==> src/hdl/dqdel_pkg.sv <==
package dqdel_pkg;

	localparam int DEPTH       = 16;
	localparam int DATA_WIDTH  = 32;
	localparam int CNT_W       = $clog2(DEPTH + 1);
	localparam int OP_W        = 3;
	localparam int ST_W        = 2;
	localparam int IN_TDATA_W  = ((OP_W + DATA_WIDTH + 7) / 8) * 8;
	localparam int OUT_TDATA_W = ((DATA_WIDTH + ST_W + CNT_W + 7) / 8) * 8;

	typedef logic [DATA_WIDTH-1:0] word_t;

	typedef enum logic [OP_W-1:0] {
		OP_PUSH_BACK  = 3'd0,
		OP_PUSH_FRONT = 3'd1,
		OP_POP_BACK   = 3'd2,
		OP_POP_FRONT  = 3'd3,
		OP_DELETE     = 3'd4,
		OP_COUNT      = 3'd5
	} op_t;

	typedef enum logic [ST_W-1:0] {
		ST_OK      = 2'd0,
		ST_EMPTY   = 2'd1,
		ST_FULL    = 2'd2,
		ST_NOMATCH = 2'd3
	} status_t;

	// Commands broadcast to every cell of the chain for one cycle.
	typedef struct packed {
		logic push_back;
		logic push_front;
		logic pop_front;
		logic del;
	} cell_cmd_t;

endpackage

==> src/hdl/dqdel_cell.sv <==
module dqdel_cell
	import dqdel_pkg::*;
(
	input  logic      clk,
	input  cell_cmd_t cmd,
	input  word_t     word,
	input  logic      occ,
	input  logic      prev_occ,
	input  word_t     prev_data,
	input  word_t     next_data,
	input  logic      hit_in,
	output logic      hit_out,
	output word_t     data
);

	word_t data_q;
	word_t data_d;
	logic  match;

	// Match only an occupied slot; the earliest match wins down the chain.
	assign match   = occ && (data_q == word);
	assign hit_out = hit_in || match;
	assign data    = data_q;

	always_comb begin
		data_d = data_q;
		if (cmd.push_front) begin
			data_d = prev_data;
		end else if (cmd.push_back && !occ && prev_occ) begin
			data_d = word;
		end else if (cmd.pop_front || (cmd.del && (hit_in || match))) begin
			data_d = next_data;
		end
	end

	always_ff @(posedge clk) begin
		data_q <= data_d;
	end

endmodule

==> src/hdl/double_ended_queue_with_delete.sv <==
// Bounded double-ended queue of DEPTH signed words with delete-by-value. Each
// input transfer carries one operation (push back, push front, pop back, pop
// front, delete first match counted from the front, or count; codes six and
// seven act as count) and yields exactly one output transfer with the word
// read, a status and the occupancy after the operation. Storage is a row of
// cells, slot 0 at the front; every cell takes a word from its left or right
// neighbor in the same cycle, so each operation, delete included, is done at
// once: one operation per cycle is taken unless the output stalls, and its
// result appears in the cycle after acceptance. The delete path sets the clock
// limit: all cells compare against the value in parallel and the first-match
// flag ripples through the DEPTH cells. A pop of an empty queue returns -1 with
// status empty; a push into a full queue is dropped with status full; a delete
// that finds nothing leaves the queue alone with status no-match. Stored words
// are not cleared by reset; only slots below the occupancy are ever read.
module double_ended_queue_with_delete
	import dqdel_pkg::*;
(
	input  logic                   clk,
	input  logic                   arst_n,
	input  logic                   s_axis_tvalid,
	output logic                   s_axis_tready,
	// operation [2:0], value [34:3], zero pad above
	input  logic [IN_TDATA_W-1:0]  s_axis_tdata,
	output logic                   m_axis_tvalid,
	input  logic                   m_axis_tready,
	// read_value [31:0], status [33:32], occupancy [38:34], zero pad above
	output logic [OUT_TDATA_W-1:0] m_axis_tdata
);

	typedef struct packed {
		logic [CNT_W-1:0] occupancy;
		status_t          status;
		word_t            read_value;
	} result_t;

	logic [CNT_W-1:0] count_q;
	logic [CNT_W-1:0] count_d;
	logic             out_valid_q;
	result_t          out_res_q;
	result_t          res_d;

	op_t       op;
	word_t     word;
	logic      accept;
	logic      full;
	logic      empty;
	cell_cmd_t cmd;
	cell_cmd_t cell_cmd;
	word_t     rd_back;

	word_t     cell_data [DEPTH];
	logic      occ       [DEPTH+1];
	logic      hit       [DEPTH+1];

	// Unpack the request.
	assign op   = op_t'(s_axis_tdata[OP_W-1:0]);
	assign word = s_axis_tdata[OP_W+DATA_WIDTH-1:OP_W];

	// Take a new transfer whenever the result register is free or drains now.
	assign s_axis_tready = !out_valid_q || m_axis_tready;
	assign accept        = s_axis_tvalid && s_axis_tready;

	assign full  = (count_q == CNT_W'(DEPTH));
	assign empty = (count_q == '0);

	// Thermometer of occupied slots, plus a never-occupied slot past the end.
	always_comb begin
		for (int i = 0; i < DEPTH; i++) begin
			occ[i] = (CNT_W'(i) < count_q);
		end
		occ[DEPTH] = 1'b0;
	end

	// Select the back entry: the last occupied slot.
	always_comb begin
		rd_back = '0;
		for (int i = 0; i < DEPTH; i++) begin
			if (occ[i] && !occ[i+1]) begin
				rd_back = rd_back | cell_data[i];
			end
		end
	end

	assign hit[0] = 1'b0;

	// Cell chain: push front shifts toward the back, pop front and delete
	// shift toward the front; the first cell is fed the pushed word.
	for (genvar g = 0; g < DEPTH; g++) begin : g_cell
		word_t prev_w;
		word_t next_w;
		logic  prev_o;

		if (g == 0) begin : g_first
			assign prev_w = word;
			assign prev_o = 1'b1;
		end else begin : g_mid
			assign prev_w = cell_data[g-1];
			assign prev_o = occ[g-1];
		end

		if (g == DEPTH - 1) begin : g_last
			assign next_w = cell_data[g];
		end else begin : g_inner
			assign next_w = cell_data[g+1];
		end

		dqdel_cell u_cell (
			.clk       (clk),
			.cmd       (cell_cmd),
			.word      (word),
			.occ       (occ[g]),
			.prev_occ  (prev_o),
			.prev_data (prev_w),
			.next_data (next_w),
			.hit_in    (hit[g]),
			.hit_out   (hit[g+1]),
			.data      (cell_data[g])
		);
	end

	// Decode the operation into cell commands, the next count and the result.
	always_comb begin
		cmd              = '0;
		count_d          = count_q;
		res_d.read_value = '0;
		res_d.status     = ST_OK;
		unique case (op)
			OP_PUSH_BACK: begin
				if (full) begin
					res_d.status = ST_FULL;
				end else begin
					cmd.push_back = 1'b1;
					count_d       = count_q + CNT_W'(1);
				end
			end
			OP_PUSH_FRONT: begin
				if (full) begin
					res_d.status = ST_FULL;
				end else begin
					cmd.push_front = 1'b1;
					count_d        = count_q + CNT_W'(1);
				end
			end
			OP_POP_BACK: begin
				if (empty) begin
					res_d.read_value = '1;
					res_d.status     = ST_EMPTY;
				end else begin
					res_d.read_value = rd_back;
					count_d          = count_q - CNT_W'(1);
				end
			end
			OP_POP_FRONT: begin
				if (empty) begin
					res_d.read_value = '1;
					res_d.status     = ST_EMPTY;
				end else begin
					res_d.read_value = cell_data[0];
					cmd.pop_front    = 1'b1;
					count_d          = count_q - CNT_W'(1);
				end
			end
			OP_DELETE: begin
				// With no match no cell sees a hit, so the chain holds.
				cmd.del = 1'b1;
				if (hit[DEPTH]) begin
					count_d = count_q - CNT_W'(1);
				end else begin
					res_d.status = ST_NOMATCH;
				end
			end
			default: begin
				// count and unused codes: report only
			end
		endcase
		res_d.occupancy = count_d;
	end

	// Move the chain only on an accepted transfer.
	assign cell_cmd = accept ? cmd : '0;

	always_ff @(posedge clk or negedge arst_n) begin
		if (!arst_n) begin
			count_q     <= '0;
			out_valid_q <= 1'b0;
		end else begin
			if (accept) begin
				count_q     <= count_d;
				out_valid_q <= 1'b1;
			end else if (m_axis_tready) begin
				out_valid_q <= 1'b0;
			end
		end
	end

	// Hold the result until the consumer takes it.
	always_ff @(posedge clk) begin
		if (accept) begin
			out_res_q <= res_d;
		end
	end

	assign m_axis_tvalid = out_valid_q;
	assign m_axis_tdata  = OUT_TDATA_W'(out_res_q);

`ifndef SYNTHESIS
	a_count_bound: assert property (@(posedge clk) disable iff (!arst_n)
		count_q <= CNT_W'(DEPTH))
		else $error("occupancy exceeds depth");

	a_push_grows: assert property (@(posedge clk) disable iff (!arst_n)
		accept && (op == OP_PUSH_BACK || op == OP_PUSH_FRONT) && !full
		|=> count_q == $past(count_q) + CNT_W'(1))
		else $error("push into non-full queue did not add an entry");

	a_empty_pop: assert property (@(posedge clk) disable iff (!arst_n)
		accept && (op == OP_POP_BACK || op == OP_POP_FRONT) && empty
		|=> m_axis_tvalid && out_res_q.status == ST_EMPTY && out_res_q.read_value == '1)
		else $error("pop of empty queue not reported");

	a_occ_reported: assert property (@(posedge clk) disable iff (!arst_n)
		accept |=> out_res_q.occupancy == count_q)
		else $error("reported occupancy differs from count");
`endif

endmodule
==> config.mk <==
export PLATFORM = sky130hd
export DESIGN_NAME = double_ended_queue_with_delete
export DESIGN_NICKNAME = d
export VERILOG_FILES = /design/src/hdl/dqdel_pkg.sv /design/src/hdl/dqdel_cell.sv /design/src/hdl/double_ended_queue_with_delete.sv
export SDC_FILE = /design/constraint.sdc
export NUM_CORES = 2
export LEC_CHECK = 0
export BUFFER_PORTS_ARGS = -buffer_cell sky130_fd_sc_hd__buf_2
export CAP_MARGIN = 20
export CORE_ASPECT_RATIO = 1.4
export CORE_MARGIN = 2
export CORE_UTILIZATION = 35
export CTS_CLUSTER_SIZE = 30
export DETAILED_ROUTE_END_ITERATION = 8
export PLACE_DENSITY = 0.57
export SYNTH_ARGS = -nofsm -noshare
export SYNTH_HDL_FRONTEND = slang
export SYNTH_SLANG_ARGS = --single-unit
==> constraint.sdc <==
create_clock -name clk -period 4.65 [get_ports clk]
set_input_delay 0.465 -clock clk [delete_from_list [all_inputs] [get_ports clk]]
set_output_delay 0.465 -clock clk [all_outputs]
set_load 0.005 [all_outputs]
# Yosys cells after proc, flatten, opt, wreduce, memory -nomap -nowiden
# Index checks and enable logic that the tools add are counted.
# word_totals
regBits,557
inputBits,44
output_inout_bits,42
elab_cells,305
# classes
n_addsub,2
order_cmp,16
eq_ne,21
mux,83
bitwise_logic,15
reduce_logical,147
# op_table
operator,n
32-bit 2-to-1 mux,65
32-bit == test,16
32-bit OR,15
1-bit logical AND,78
32-bit case mux with 2 select lines,1
3-bit nonzero test,15
4-bit by 5-bit < comparator with 1-bit output (first input constant),8
1-bit logical OR,31
3-bit by 5-bit < comparator with 1-bit output (first input constant),4
1-bit zero test,17
5-bit 2-to-1 mux,3
5-bit case mux with 3 select lines,1
1-bit by 5-bit < comparator with 1-bit output (first input constant),2
2-bit by 5-bit < comparator with 1-bit output (first input constant),2
1-bit 2-to-1 mux,9
3-bit by 2-bit == test with 1-bit output (second input constant),2
2-bit case mux with 3 select lines,1
5-bit by 1-bit adder with 5-bit output (second input constant),1
5-bit == test (second input constant),1
5-bit zero test,1
5-bit by 1-bit subtractor with 5-bit output (second input constant),1
2-bit 2-to-1 mux,2
4-bit 2-to-1 mux,1
2-bit nonzero test,2
4 further kinds,5

# Longest topological paths before layout
# depth
word_depth,36
mapped_depth,13
depth_no_buf,9

# Hierarchy
# A second synthesis with hierarchy kept.
# hier_totals
cells_unflattened,3755
area_unflattened_um2,37776.2
# by_module_without_submodules
mod,instances,cells_each,area_each_um2,seq_area_each_um2
dqdel_cell,16,193,2004.4,960.9
double_ended_queue_with_delete,1,667,5705.5,1321.3

# Least setup slack after synthesis
# OpenSTA, ideal clock, no wires.
# synth_timing
path_type,in2reg
from,input port s_axis_tdata[29]
to,register g_cell[13].u_cell.data_q[0] (enable)
setup_time_ps,466
t_arrival_ps,4727
required_ps,4184
setup_slack_ps,-543
path_stages,9
n_path_buf,2
path_cell_list,buf_2 > buf_4 > xnor2_1 > nand4_1 > or3b_2 > or4b_2 > o211ai_1 > nor3b_1 > o21ai_0
# synth_via
elab_chain_len,18
elab_cells_between_ends,44
classes_between,14 x eq/ne; 30 x reduce/logical
# synth_rtl
element,line,source
from (decl),double_ended_queue_with_delete.sv:23,"input logic [IN_TDATA_W-1:0] s_axis_tdata,"
32-bit == test,dqdel_cell.sv:21,assign match = occ && (data_q == word);
1-bit logical AND,dqdel_cell.sv:21,
1-bit logical OR (12 in series),dqdel_cell.sv:22,assign hit_out = hit_in || match;
1-bit logical OR *,dqdel_cell.sv:31,end else if (cmd.pop_front || (cmd.del && (hit_in || match))) begin
1-bit logical AND *,dqdel_cell.sv:31,
1-bit logical OR *,dqdel_cell.sv:31,
3-bit nonzero test (no source line) *,--,
to (signal assigned),dqdel_cell.sv:37,data_q <= data_d;
to (decl),dqdel_cell.sv:16,word_t data_q;
# Every way passes the cells marked *; elsewhere a longest branch is shown, timed or not.
# A chain may end at the register's enable or synchronous reset.

# Final worst setup path
# layout_timing
from,register count_q[3]
to,register g_cell[10].u_cell.data_q[7] (enable)
# layout_via
elab_chain_len,15
elab_cells_between_ends,46
classes_between,11 x order compare; 1 x eq/ne; 6 x mux; 28 x reduce/logical
# layout_rtl
element,line,source
from (decl),double_ended_queue_with_delete.sv:36,logic [CNT_W-1:0] count_q;
from (signal assigned),double_ended_queue_with_delete.sv:188,count_q <= count_d;
1-bit by 5-bit < comparator with 1-bit output,double_ended_queue_with_delete.sv:69,occ[i] = (CNT_W'(i) < count_q);
1-bit logical AND,dqdel_cell.sv:21,
1-bit logical OR (9 in series),dqdel_cell.sv:22,
1-bit logical OR,dqdel_cell.sv:31,
1-bit logical AND,dqdel_cell.sv:31,
1-bit logical OR,dqdel_cell.sv:31,
3-bit nonzero test (no source line) *,--,
to (signal assigned),dqdel_cell.sv:37,
to (decl),dqdel_cell.sv:16,
# Marked as above.

==> flow_summary.ini <==
[worst_setup_path]
critPathArrivalTime_ns = 4.42
worst-setup-path-type = reg -> reg
start_kind = register
crit_chain = buf_4 -> or3_1 -> nand3_1 -> nor4_1 -> nand4_1 -> nor4b_1 -> and3_1 -> a31oi_1 -> or3_2 -> buf_4
critPathTopFamily = simple AND/OR/NAND/NOR gates
cp_common_cell = buf_4
crit_buf_inv = 2
cp-startpoint = count_q[3]
crit_fanout = 16
endpoint_kind = register
crit_path_top_delay_cell = nor4b_1
slowest_delay_ns = 0.62
r2r_start = count_q[3]
required_ns = 5.02

[clocking]
cts_tree = done
clk_pin_slew_ns = 0.07
root_buffer = clkbuf_16
clk_path_buf_depth = 3
cts_buffers = 58
cts.sink_count = 557
h-tree-depth = 2
clkLatencyLatePin_ns = 0.67

[logic_synthesis]
synthArstFlopShare = 0.0108
syn_area_per_cell_sq_um = 10.1
netlist_instances = 3812
synth-seq-cells = 557
yosysSeqAreaShare = 0.436
synthFlopType = edfxtp_1
synth_warnings = 0
netlist_area_sq_um = 38300
synth_cell_types = 68
synth_edf_count = 551
syn_nets = 3860

[detailed_routing]
viasPerCell = 6.28
drt_pass1_iterations = 7
drc = 0
drt_wl_total_mm = 188
wl_per_cell_microns = 35.6
first_iter_violations = 4952
postRouteAntennaNets = 0
vias = 33100

[place]
gp_congestion = 1.05
dp_hpwl_mm = 142
port_buffers = 79
placed_cell_area_sq_um = 41000

[finish]
final.fill_count = 10800
area_growth_pct = 11.8
final_util = 0.395
multi_input_area_sq_um = 20400
fin_nets = 3831
fin_area_sq_um = 42900
register_area_sq_um = 16700
final_layout_size_suffix_gt1_frac = 0.124

[global_route]
grt_pass1_vias = 31200
grt_max_degree = 244
grt_pass1_wl_mm = 256
gr-total-overflow = 0
track_usage = 0.325
antenna_found_initial = 5

[die]
die_h_microns = 396
fp-row-count = 143
io_pins = 86
die_w_microns = 284
fp.coreArea_sq_um = 109000
die_area_sq_um = 112000
floorplan.initialDensity = 0.353

[power_and_ir_drop]
peakVddDrop_v = 0.000310
powerDensity_nw_per_um2 = 357
cellLeakagePower_uw = 0.0135
p_int_uw = 9720
switching_share = 0.364
pwr-share-seq = 0.399
combPwrFrac = 0.291
clkPwrFrac = 0.310
p_sw_uw = 5570

[sta]
tightest_slew_ns = 1.19
relSlewSlack = 0.204
rsz0062_at_grt = false
max_freq_mhz = 247
finalSetupTns_ns = 0
clock_skew_ns = 0.0226
finalSetupViolCount = 0
report.final.slew_viol_count = 0
hold_viol = 0
fin_crit_ns = 4.05
min_period_over_period = 0.871

[flow_run]
cap_violations = 0

[worst_hold_path]
holdCritPathClass = in -> reg
hold_path_startpoint = s_axis_tvalid

[run_status]
status = complete, no violations
[cells in the final DEF (no fill, tap or decap), types with 12 or more instances in the layout]
cell / n
mux2_2: 64
a221o_1: 33
clkbuf_16: 61
nor4_1: 124
a22o_1: 64
a221oi_1: 96
mux2i_1: 451
a222oi_1: 32
xnor2_1: 211
edfxtp_1: 551
nand2_1: 58
nor2_1: 546
nand4_1: 127
clkbuf_1: 12
nor3_1: 34
buf_12: 23
clkinv_1: 12
o22ai_1: 32
nor4b_1: 15
buf_2: 79
a21oi_1: 493
xor2_1: 310
buf_4: 170
nand3_1: 29
[stage by stage]
step,hold slack [ns],total power (uW),setup slack (ns),std cells
3_5_place_dp,0.311,10400,0.526,5169
5_1_grt,0.0390,15600,0.589,5275
2_1_floorplan,0.169,8400,0.0142,3812
3_3_place_gp,0.311,10400,0.536,5168
6_report,0.0258,15300,0.600,5280
4_1_cts,0.00290,15100,0.727,5271
[flip-flops by register name (all words and copies together) (netlist names)]
register            cells
count_q                 5
m_axis_tdata           39
g_cell.u_cell.data    512
m_axis_tvalid           1
[final timing paths]
path / end / slack, ns / depth (start not counted)
max: g_cell[10].u_cell.data[7] / 0.60 / 10
min: m_axis_tvalid / 0.03 / 2
max reg2reg: g_cell[10].u_cell.data[7] / 0.60 / 10
min reg2reg: m_axis_tvalid / 0.57 / 2
max in group asynchronous: count_q[4] / 4.28 / 2
min in group asynchronous: m_axis_tvalid / 0.19 / 2
[per-layer routing]
metal | GRT usage | wire [microns] | vias up | share of wire
met5 | 0 | 0 | - | 0
met4 | 0.331 | 23300 | 0 | 0.12
met3 | 0.0494 | 14500 | 544 | 0.077
met2 | 0.516 | 85500 | 2070 | 0.46
met1 | 0.366 | 64500 | 16300 | 0.34
li1 | - | - | 14300 | -
[synthesized netlist by cell type (58+ instances only)]
cell	count	share of area
buf_2	134	0.017
nand4_1	127	0.021
mux2_2	64	0.019
xnor2_1	211	0.048
clkbuf_1	203	0.020
a221oi_1	96	0.022
nor4_1	124	0.020
edfxtp_1	551	0.43
nor2_1	556	0.054
nand2_1	58	0.0057
mux2i_1	451	0.12
a21oi_1	493	0.064
xor2_1	310	0.071
a22o_1	64	0.015
[final cells by class]
class	instances	share of cell area
antenna	6	0.000350
clock buffer	73	0.0367
clock inverter	28	0.00537
inverter	4	0.000350
multi-input combinational	2887	0.475
sequential	557	0.389
tap	1450	0.0423
timing repair buffer	275	0.0505
[kinds of logic after synthesis]
family,after synthesis,share of synthesized area
AO/OA/AOI/OAI,803,0.133
XOR/XNOR,521,0.119
adder cells (fa/ha/maj),4,0.00131
buffers and inverters,368,0.0411
flip-flops,557,0.436
multiplexers,515,0.137
other,1,0.0000978
AND/OR/NAND/NOR,1043,0.133
[power groups by stage]
stage | Clock [uW] | Combinational [uW] | Sequential [uW]
3_3_place_gp | 0 | 4180 | 6190
6_report | 4750 | 4440 | 6100
4_1_cts | 4790 | 4220 | 6090
2_1_floorplan | 0 | 2330 | 6070
3_5_place_dp | 0 | 4210 | 6190
5_1_grt | 4930 | 4530 | 6120
[what timing repair did]
| action | in CTS | in global routing |
|---|---|---|
| setup buffers | 0 | 0 |
| endpoints found under the hold margin | 6 | 0 |
| endpoints found under the setup margin | 0 | 0 |
| gates resized for setup | 0 | 0 |
| hold buffers | 1 | 0 |
Note: power is estimated with default switching activity, not from simulation.
